`src/rtl/qac_pkg.sv`:
```
`default_nettype none

package qac_pkg;

  // Class configuration: number of classes in use and slots addressable by class_id
  localparam int NumClasses = 4;
  localparam int ClassIdW   = 2;
  localparam int ClassSlots = 2 ** ClassIdW;

  // Counter width and saturation point
  localparam int CntW = 16;
  localparam logic [CntW-1:0] CntMax = {CntW{1'b1}};

  // Configuration register index width and data width
  localparam int CfgIdxW  = 3;
  localparam int CfgDataW = 16;

  typedef enum logic [1:0] {
    KindRequest    = 2'd0,
    KindRelease    = 2'd1,
    KindClassReset = 2'd2
  } kind_e;

  typedef enum logic [1:0] {
    RefNone   = 2'd0,
    RefTotal  = 2'd1,
    RefActive = 2'd2,
    RefClass  = 2'd3
  } refusal_e;

  typedef enum logic [CfgIdxW-1:0] {
    CfgMaxActive   = 3'd0,
    CfgMaxTotal    = 3'd1,
    CfgClassEnable = 3'd2,
    CfgClassLimit0 = 3'd3,
    CfgClassLimit1 = 3'd4,
    CfgClassLimit2 = 3'd5,
    CfgClassLimit3 = 3'd6
  } cfg_reg_e;

  typedef struct packed {
    kind_e               kind;
    logic [ClassIdW-1:0] class_id;
  } in_item_t;

  typedef struct packed {
    logic            granted;
    refusal_e        refusal;
    logic            all_done;
    logic [CntW-1:0] total_issued;
    logic [CntW-1:0] active_now;
    logic [CntW-1:0] class_issued;
  } out_item_t;

  // Saturating increment
  function automatic logic [CntW-1:0] sat_inc(input logic [CntW-1:0] v);
    sat_inc = (v == CntMax) ? v : v + 1'b1;
  endfunction

  // Saturating subtract, floor at zero
  function automatic logic [CntW-1:0] sat_sub(input logic [CntW-1:0] a,
                                              input logic [CntW-1:0] b);
    sat_sub = (a > b) ? (a - b) : '0;
  endfunction

endpackage

`default_nettype wire

```
`src/rtl/quota_admission_controller.sv`:
```
// Quota admission controller.
// Input channel (in_valid_i / in_stall_o, payload in_data_i) carries one
// command per transfer: request a grant, release one active grant, or reset
// the counters of one class. Every command yields exactly one result on the
// output channel (out_valid_o / out_stall_i, payload out_data_o): grant flag,
// refusal reason, the one-time all_done pulse and the counters after the
// command. Refusal checks run in order: lifetime total, active count, quota.
// The command lands in an input register at the transfer edge, then one pass
// of compare and saturating add/subtract logic updates the counters and loads
// the result register once the result side does not stall. Throughput is one
// command per cycle while the receiver does not stall; the state counters are
// read and written in that single pass, so consecutive commands never wait on
// each other.
// When the receiver stalls, the result register holds and the input register
// fills; with both full, in_stall_o rises in the same cycle.
// Configuration writes (cfg_valid_i / cfg_ready_o) are always taken and must
// only be issued while no command is in flight; index 7 is ignored.
// Reset clears all counters, limits, the done flag and both valid bits.
`default_nettype none

module quota_admission_controller (
  input  wire logic                     clk_i,
  input  wire logic                     rst_ni,
  input  wire logic                     in_valid_i,
  output      logic                     in_stall_o,
  input  wire qac_pkg::in_item_t        in_data_i,
  output      logic                     out_valid_o,
  input  wire logic                     out_stall_i,
  output      qac_pkg::out_item_t       out_data_o,
  input  wire logic                     cfg_valid_i,
  output      logic                     cfg_ready_o,
  input  wire logic [qac_pkg::CfgIdxW-1:0]  cfg_index_i,
  input  wire logic [qac_pkg::CfgDataW-1:0] cfg_data_i
);

  // Configuration registers
  logic [qac_pkg::CntW-1:0]       max_active_q;
  logic [qac_pkg::CntW-1:0]       max_total_q;
  logic [qac_pkg::ClassSlots-1:0] class_en_q;
  logic [qac_pkg::CntW-1:0]       class_limit_q [qac_pkg::ClassSlots];

  // Counter state
  logic [qac_pkg::CntW-1:0] total_q, total_d;
  logic [qac_pkg::CntW-1:0] active_q, active_d;
  logic [qac_pkg::CntW-1:0] cls_issued_q [qac_pkg::ClassSlots];
  logic [qac_pkg::CntW-1:0] cls_active_q [qac_pkg::ClassSlots];
  logic [qac_pkg::CntW-1:0] cls_issued_d;
  logic [qac_pkg::CntW-1:0] cls_active_d;
  logic                     done_q, done_d;

  // Pipeline registers
  logic               in_vld_q;
  qac_pkg::in_item_t  in_item_q;
  logic               out_vld_q;
  qac_pkg::out_item_t out_item_q, out_item_d;

  logic                         advance;
  logic                         process;
  logic                         cls_ok;
  logic [qac_pkg::ClassIdW-1:0] cls;
  logic [qac_pkg::CntW-1:0]     cur_issued;
  logic [qac_pkg::CntW-1:0]     cur_active;
  logic [qac_pkg::CntW-1:0]     cfg_data16;
  logic [qac_pkg::ClassSlots-1:0] cfg_data_en;

  // Handshake control
  assign advance     = !out_vld_q || !out_stall_i;
  assign process     = in_vld_q && advance;
  assign in_stall_o  = in_vld_q && !advance;
  assign out_valid_o = out_vld_q;
  assign out_data_o  = out_item_q;
  assign cfg_ready_o = 1'b1;

  // Configuration writes
  assign cfg_data16  = cfg_data_i[qac_pkg::CntW-1:0];
  assign cfg_data_en = cfg_data_i[qac_pkg::ClassSlots-1:0];

  always_ff @(posedge clk_i or negedge rst_ni) begin
    if (!rst_ni) begin
      max_active_q <= '0;
      max_total_q  <= '0;
      class_en_q   <= '0;
      for (int i = 0; i < qac_pkg::ClassSlots; i++) begin
        class_limit_q[i] <= '0;
      end
    end else if (cfg_valid_i) begin
      unique case (cfg_index_i)
        qac_pkg::CfgMaxActive:   max_active_q     <= cfg_data16;
        qac_pkg::CfgMaxTotal:    max_total_q      <= cfg_data16;
        qac_pkg::CfgClassEnable: class_en_q       <= cfg_data_en;
        qac_pkg::CfgClassLimit0: class_limit_q[0] <= cfg_data16;
        qac_pkg::CfgClassLimit1: class_limit_q[1] <= cfg_data16;
        qac_pkg::CfgClassLimit2: class_limit_q[2] <= cfg_data16;
        qac_pkg::CfgClassLimit3: class_limit_q[3] <= cfg_data16;
        default: ;
      endcase
    end
  end

  // Evaluate the held command against the counters
  assign cls        = in_item_q.class_id;
  assign cls_ok     = int'(cls) < qac_pkg::NumClasses;
  assign cur_issued = cls_issued_q[cls];
  assign cur_active = cls_active_q[cls];

  always_comb begin
    total_d      = total_q;
    active_d     = active_q;
    cls_issued_d = cur_issued;
    cls_active_d = cur_active;
    done_d       = done_q;
    out_item_d   = '0;
    out_item_d.refusal = qac_pkg::RefNone;
    if (cls_ok) begin
      unique case (in_item_q.kind)
        qac_pkg::KindRequest: begin
          priority if (total_q >= max_total_q) begin
            out_item_d.refusal = qac_pkg::RefTotal;
          end else if (active_q >= max_active_q) begin
            out_item_d.refusal = qac_pkg::RefActive;
          end else if (class_en_q[cls] && (cur_issued >= class_limit_q[cls])) begin
            out_item_d.refusal = qac_pkg::RefClass;
          end else begin
            out_item_d.granted = 1'b1;
            total_d      = qac_pkg::sat_inc(total_q);
            active_d     = qac_pkg::sat_inc(active_q);
            cls_issued_d = qac_pkg::sat_inc(cur_issued);
            cls_active_d = qac_pkg::sat_inc(cur_active);
          end
        end
        qac_pkg::KindRelease: begin
          active_d     = qac_pkg::sat_sub(active_q, qac_pkg::CntW'(1));
          cls_active_d = qac_pkg::sat_sub(cur_active, qac_pkg::CntW'(1));
          if (!done_q && (total_q >= max_total_q) && (active_d == '0)) begin
            done_d              = 1'b1;
            out_item_d.all_done = 1'b1;
          end
        end
        qac_pkg::KindClassReset: begin
          total_d      = qac_pkg::sat_sub(total_q, cur_issued);
          active_d     = qac_pkg::sat_sub(active_q, cur_active);
          cls_issued_d = '0;
          cls_active_d = '0;
        end
        default: ;
      endcase
      out_item_d.class_issued = cls_issued_d;
    end
    out_item_d.total_issued = total_d;
    out_item_d.active_now   = active_d;
  end

  // Commit counter state when the command moves to the result register
  always_ff @(posedge clk_i or negedge rst_ni) begin
    if (!rst_ni) begin
      total_q  <= '0;
      active_q <= '0;
      done_q   <= 1'b0;
      for (int i = 0; i < qac_pkg::ClassSlots; i++) begin
        cls_issued_q[i] <= '0;
        cls_active_q[i] <= '0;
      end
    end else if (process) begin
      total_q           <= total_d;
      active_q          <= active_d;
      done_q            <= done_d;
      cls_issued_q[cls] <= cls_issued_d;
      cls_active_q[cls] <= cls_active_d;
    end
  end

  // Valid bits of the input and result registers
  always_ff @(posedge clk_i or negedge rst_ni) begin
    if (!rst_ni) begin
      in_vld_q  <= 1'b0;
      out_vld_q <= 1'b0;
    end else begin
      if (!in_stall_o) begin
        in_vld_q <= in_valid_i;
      end
      if (advance) begin
        out_vld_q <= in_vld_q;
      end
    end
  end

  // Payload registers
  always_ff @(posedge clk_i) begin
    if (in_valid_i && !in_stall_o) begin
      in_item_q <= in_data_i;
    end
    if (process) begin
      out_item_q <= out_item_d;
    end
  end

  // Done flag never clears once set
  assert property (@(posedge clk_i) disable iff (!rst_ni) done_q |=> done_q)
    else $error("done flag cleared");

  // A grant carries no refusal reason
  assert property (@(posedge clk_i) disable iff (!rst_ni)
    (out_vld_q && out_item_q.granted) |-> (out_item_q.refusal == qac_pkg::RefNone))
    else $error("grant with refusal");

  // all_done pulse only with nothing active and the done flag set
  assert property (@(posedge clk_i) disable iff (!rst_ni)
    (out_vld_q && out_item_q.all_done) |-> (out_item_q.active_now == '0) && done_q)
    else $error("all_done with active grants");

  // A result held under stall blocks the state update
  assert property (@(posedge clk_i) disable iff (!rst_ni)
    (out_vld_q && out_stall_i) |=> $stable(total_q) && $stable(active_q))
    else $error("counters moved while result stalled");

endmodule

`default_nettype wire

```
`config.mk`:
```
export PLATFORM = sky130hd
export DESIGN_NAME = quota_admission_controller
export DESIGN_NICKNAME = d
export VERILOG_FILES = /design/src/rtl/qac_pkg.sv /design/src/rtl/quota_admission_controller.sv
export SDC_FILE = /design/constraint.sdc
export NUM_CORES = 1
export LEC_CHECK = 0
export BUFFER_PORTS_ARGS = -buffer_cell sky130_fd_sc_hd__buf_4
export CAP_MARGIN = 15
export CORE_ASPECT_RATIO = 1.1
export CORE_MARGIN = 1.5
export CORE_UTILIZATION = 25
export CTS_BUF_LIST = sky130_fd_sc_hd__clkbuf_8 sky130_fd_sc_hd__clkbuf_16
export CTS_CLUSTER_SIZE = 30
export DETAILED_ROUTE_END_ITERATION = 10
export PLACE_DENSITY = 0.45
export SLEW_MARGIN = 10
export SYNTH_ARGS = -nofsm -noshare
export SYNTH_HDL_FRONTEND = slang
export SYNTH_SLANG_ARGS = --single-unit
```
`constraint.sdc`:
```
create_clock -name clk_i -period 15.38 [get_ports clk_i]
set_input_delay 0 -clock clk_i [delete_from_list [all_inputs] [get_ports clk_i]]
set_output_delay 0 -clock clk_i [all_outputs]
set_load 0.005 [all_outputs]
```
-- After elaboration in Yosys (flattened, before gate mapping)
Index checks and enable logic that the tools add are counted.
- register bits after elaboration: 319
- input port bits: 28
- output and inout port bits: 55
- $add $sub $neg: 8
- $lt $le $gt $ge: 10
- equality and inequality tests: 12
- mux-type cells: 44
- bitwise gates (word level): 2
- reduce and logical (&&, ||, !) cells: 26
- operator list (operator ; number):
    $mux 16 ; 27
    $bwmux 64 ; 2
    $bmux 16 s2 ; 3
    $pmux 16 s3 ; 2
    $add 16x1->16 const B ; 4
    $eq 16x16->1 const B ; 4
    $pmux 16 s2 ; 2
    $ge 16x16->1 ; 3
    $demux 16 s2 ; 1
    $gt 16x1->1 const B ; 2
    $gt 16x16->1 ; 2
    $sub 16x1->16 const B ; 2
    $sub 16x16->16 ; 2
    $logic_not 16->1 ; 1
    $reduce_and 2->1 ; 7
    $eq 3x3->1 const B ; 3
    $logic_and 1x1->1 ; 7
    $eq 3x2->1 const B ; 2
    $logic_not 1->1 ; 5
    $mux 1 ; 4
    $mux 2 ; 2
    $eq 3x1->1 const B ; 1
    $ge 3x3->1 const B ; 1
    $logic_not 3->1 ; 1
    other kinds (12) ; 12

-- Logic depth before layout (Yosys ltp)
- depth after elaboration: 11
- depth in mapped cells: 19

-- Worst setup path after synthesis
Ideal clock, no wire load.
- path type: reg-to-reg
- start point: register in_item_q (netlist bit cls[0])
- end point: register out_item_q (netlist bit out_data_o[45]) (data pin)
- library setup time: 0.254 ns
- arrival: 5.031 ns
- slack: 10.094 ns
- stages on the path, launching flop included: 19
- path buffers: 8
- period minus slack after synthesis: 5.286 ns
- cell sequence: edfxtp_1 > buf_6 > buf_6 > buf_6 > buf_6 > buf_1 > buf_1 > mux4_2 > ha_1 > nand2b_1 > a2111oi_0 > o31a_1 > a211oi_2 > or2_1 > buf_2 > buf_2 > nor3_2 > o221a_1 > nand2_1
- RTL lines (element ; line ; RTL):
    from (decl) ; quota_admission_controller.sv:53 ; qac_pkg::in_item_t in_item_q;
    from (signal assigned) ; quota_admission_controller.sv:190 ; in_item_q <= in_data_i;
    to (signal assigned) ; quota_admission_controller.sv:193 ; out_item_q <= out_item_d;
    to (decl) ; quota_admission_controller.sv:55 ; qac_pkg::out_item_t out_item_q, out_item_d;

-- Worst setup path in the final report
- start point: register in_item_q (netlist bit cls[0])
- end point: register out_item_q (netlist bit out_data_o[12]) (data pin)
- longest elaborated chain between the ends: 10
- elaborated cells on any way between the ends: 18
- those cells by class: add/sub (1); order compare (1); eq/ne (1); mux (13); bitwise (1); reduce/logical (1)
- RTL lines (element ; line ; RTL):
    $not 2->3 (implied by the code) ; quota_admission_controller.sv:103, quota_admission_controller.sv:121 ;
    $bmux 16 s2 (on tied branches) ; quota_admission_controller.sv:103, quota_admission_controller.sv:121 ;
    $mux 16 (on tied branches) (2 in a row) ; quota_admission_controller.sv:103, quota_admission_controller.sv:121 ;
    $add 16x1->16, or another cell as far along ; qac_pkg.sv:57 ; sat_inc = (v == CntMax) ? v : v + 1'b1;
    $mux 16 or $logic_and 1x1->1 (tied branches) ; qac_pkg.sv:57, quota_admission_controller.sv:121 ;
    $mux 16 ; quota_admission_controller.sv:121 ; end else if (class_en_q[cls] && (cur_issued >= class_limit_q[cls])) begin
    $mux 16 ; quota_admission_controller.sv:119 ; end else if (active_q >= max_active_q) begin
    $mux 16 ; quota_admission_controller.sv:117 ; priority if (total_q >= max_total_q) begin
    $pmux 16 s2 * ; quota_admission_controller.sv:115 ; unique case (in_item_q.kind)
    via cls_issued_d, one bit ; quota_admission_controller.sv:47 ; logic [qac_pkg::CntW-1:0] cls_issued_d;
The timed path passes the listed nets; every way through them passes the cells marked *. The select of a mux whose other input is x is not followed.
A chain may end at the register's enable or synchronous reset.

==> reports/results.tsv <==
metric	value	unit
outcome	completed	
path_max_fanout	33	
route.detailed.drc	0	
yosysWarningCount	0	
power_density	155	mW/mm2
cp.arrival	5990	ps
portBuffers	81	
drv_cap	0	
viasPerCell	5.29	
yosys.area_share.simple	0.170	
synthesis.area	0.0199	mm2
seq_area_frac_synth	0.415	
ys_types	87	
crit_path_start_kind	flop	
use_met3	0.0255	
antenna_left	0	
syn_nets	2143	
p_leak	9.38	nW
grt_max_degree	97	
clk_latency	580	ps
yosysMostFrequentCell	dfrtp_1	
setup_viol	0	
period_share	0.369	
netlist_top_cells_count	dfrtp_1, nand2_1, nor2_1	
synthCells	2025	
slew_violations	0	
grt_use_met1	0.230	
worstMarginPinSlew	1080	ps
synth_top_family_by_area	simple AND/OR/NAND/NOR gates	
post-cts-setup-buffer-count	0	
vias	16709	
synth_mux_area_frac	0.128	
ctsHoldBuffers	26	
rows	108	
die_w	272	um
cts_made_buffers	37	
fin_nets	2202	
slew_headroom	0.276	
hpwl	49.2	mm
drive_above_1_share	0.175	
synthAdderAreaFrac	0.0573	
clk_path_buf_depth	3	
dr.pass1.iters	5	
synthArstFlopShare	0.824	
hold_viol_final	0	
synth.avg_cell_area	9.83	um2
synth-compound-area-share	0.162	
finalCriticalPeriod	5670	ps
use_met2	0.279	
grt_pass1_wl	106	mm
ys.flop_type	dfrtp_1	
clk_pin_slew	60	ps
end_kind	flop	
fin_util	0.293	
ioPinCount	83	
area_growth	16.1	%
grt_util_all_layers	0.170	
routed_wl	69.9	mm
ys_ff_latch	319	
ir_drop	0.0000723	V
wl_per_cell	22.1	um
synthTopCellsByArea	dfrtp_1, edfxtp_1, mux2_2	
tns	0	ps
fin_skew	34.9	ps
hold_path_class	input pin to asynchronous set/reset pin	
globalRouteOverflowTotal	0	
num_antenna_cells	0	
synth_xor_area_frac	0.0202	
n_fill_cell	8284	
top_usage_layer	met2	
routabilityCongestion	0.885	
synth_edf_count	56	
grt_antenna_before_repair	0	
core	0.0789	mm2
rsz0062_at_grt	no	
cts_tree	built	
fmax	176	MHz
cts_resized	0	
worstPathRequired	15700	ps
synth_top_area_frac	0.331	
grt_pass1_vias	16593	
clock-root-buffer	clkbuf_16	
ctsHtreeMaxLevel	2	
cts.sinks	319	
yosysTopAreaCell	dfrtp_1	
crit_type	flop to flop	
fp.dieH	299	um
start_util	0.252	
drt-initial-drc-count	1310	
die_area	0.0814	mm2
==> report_power, final <==
| group | internal, W | switching (W) | leakage [nW] |
|---|---|---|---|
| Clock | 0.000524 | 0.000375 | 0.662 |
| Combinational | 0.000561 | 0.000931 | 4.83 |
| Sequential | 0.00104 | 0.000155 | 3.89 |
| Total | 0.00213 | 0.00146 | 9.38 |
==> placed cells by master, fill, tap and decap left out, types with 56 or more instances in the layout <==
master / n
mux2_2: 106
ha_1: 88
inv_1: 117
edfxtp_1: 56
nor2_1: 162
nand2_1: 217
dfrtp_1: 263
buf_4: 119
o21ai_0: 80
o31ai_1: 68
a21oi_1: 68
==> routing by layer <==
layer	wire, um	share of wire
met5	0	0
met4	1980	0.028
met3	3330	0.048
met2	33000	0.47
met1	31600	0.45
==> path summary, 6_finish.rpt <==
check                                              from                            end  slack (ps)  cells after the start
setup reg to reg                       cls[0]$_DFFE_PP_       out_data_o[12]$_DFFE_PP_        9710                     13
setup / recovery                       cls[0]$_DFFE_PP_       out_data_o[12]$_DFFE_PP_        9710                     13
min in group clk_i                       cfg_index_i[1]     max_total_q[8]$_DFFE_PN0P_          40                      4
hold / removal                                   rst_ni  class_limit_q[51]$_DFFE_PN0P_          40                      2
hold reg to reg            cls_issued_q[57]$_DFFE_PN0P_   cls_issued_q[57]$_DFFE_PN0P_         470                      2
max in group asynchronous                        rst_ni   cls_issued_q[18]$_DFFE_PN0P_       13340                      4
==> flip-flops by register name (all words and copies together), names as in the netlist, 2 cells and up <==
signal	cells
cls	2
class_en_q	4
cls_issued_q	64
max_active_q	16
in_item_q	2
total_q	16
out_data_o	52
class_limit_q	64
active_q	16
cls_active_q	64
max_total_q	16
==> kinds of logic (layout without fill, tap and decap cells) <==
family | Yosys count | in the layout
and+or+nand+nor | 678 | 678
AOI/OAI and AO/OA | 477 | 477
DFF | 319 | 319
buffers and inverters | 234 | 321
muxes | 180 | 180
adders and majority gates | 90 | 90
xor gates and xnor gates | 46 | 46
other | 1 | 1
==> worst max-delay path, cell delays in order (launching register included) <==
cell,delay [ps]
edfxtp_1,320
buf_4,400
buf_4,650
mux4_2,710
ha_1,320
and4_1,180
nand2_1,60
o31a_1,320
a211oi_2,580
or2_2,550
buf_4,500
nor3_1,230
a41oi_1,460
inv_1,70
==> layout make-up <==
| type | instances | area, um2 | share of cell area |
|---|---|---|---|
| inverters | 106 | 399 | 0.0173 |
| multi-input cells | 1472 | 10700 | 0.465 |
| well taps | 1045 | 1310 | 0.0565 |
| clock buffers | 43 | 1020 | 0.0441 |
| flip-flops and latches | 319 | 8260 | 0.357 |
| clock inverters | 24 | 201 | 0.00871 |
| repair buffers | 148 | 1190 | 0.0513 |
==> per-stage QoR <==
| stage | area, um2 | instances | setup slack [ps] | power, W | hold WS (ps) |
|---|---|---|---|---|---|
| CTS | 23100 | 3155 | 9650 | 0.00360 | 4.29 |
| global placement | 21600 | 3062 | 9670 | 0.00266 | 95.5 |
| finish | 23100 | 3157 | 9710 | 0.00359 | 37.5 |
| detailed placement | 21600 | 3062 | 9650 | 0.00268 | 112 |
| floorplan | 19900 | 2025 | 10090 | 0.00216 | -296 |
| global route | 23100 | 3157 | 9270 | 0.00381 | 50.3 |
No activity file was read; power rests on OpenSTA's default activity.
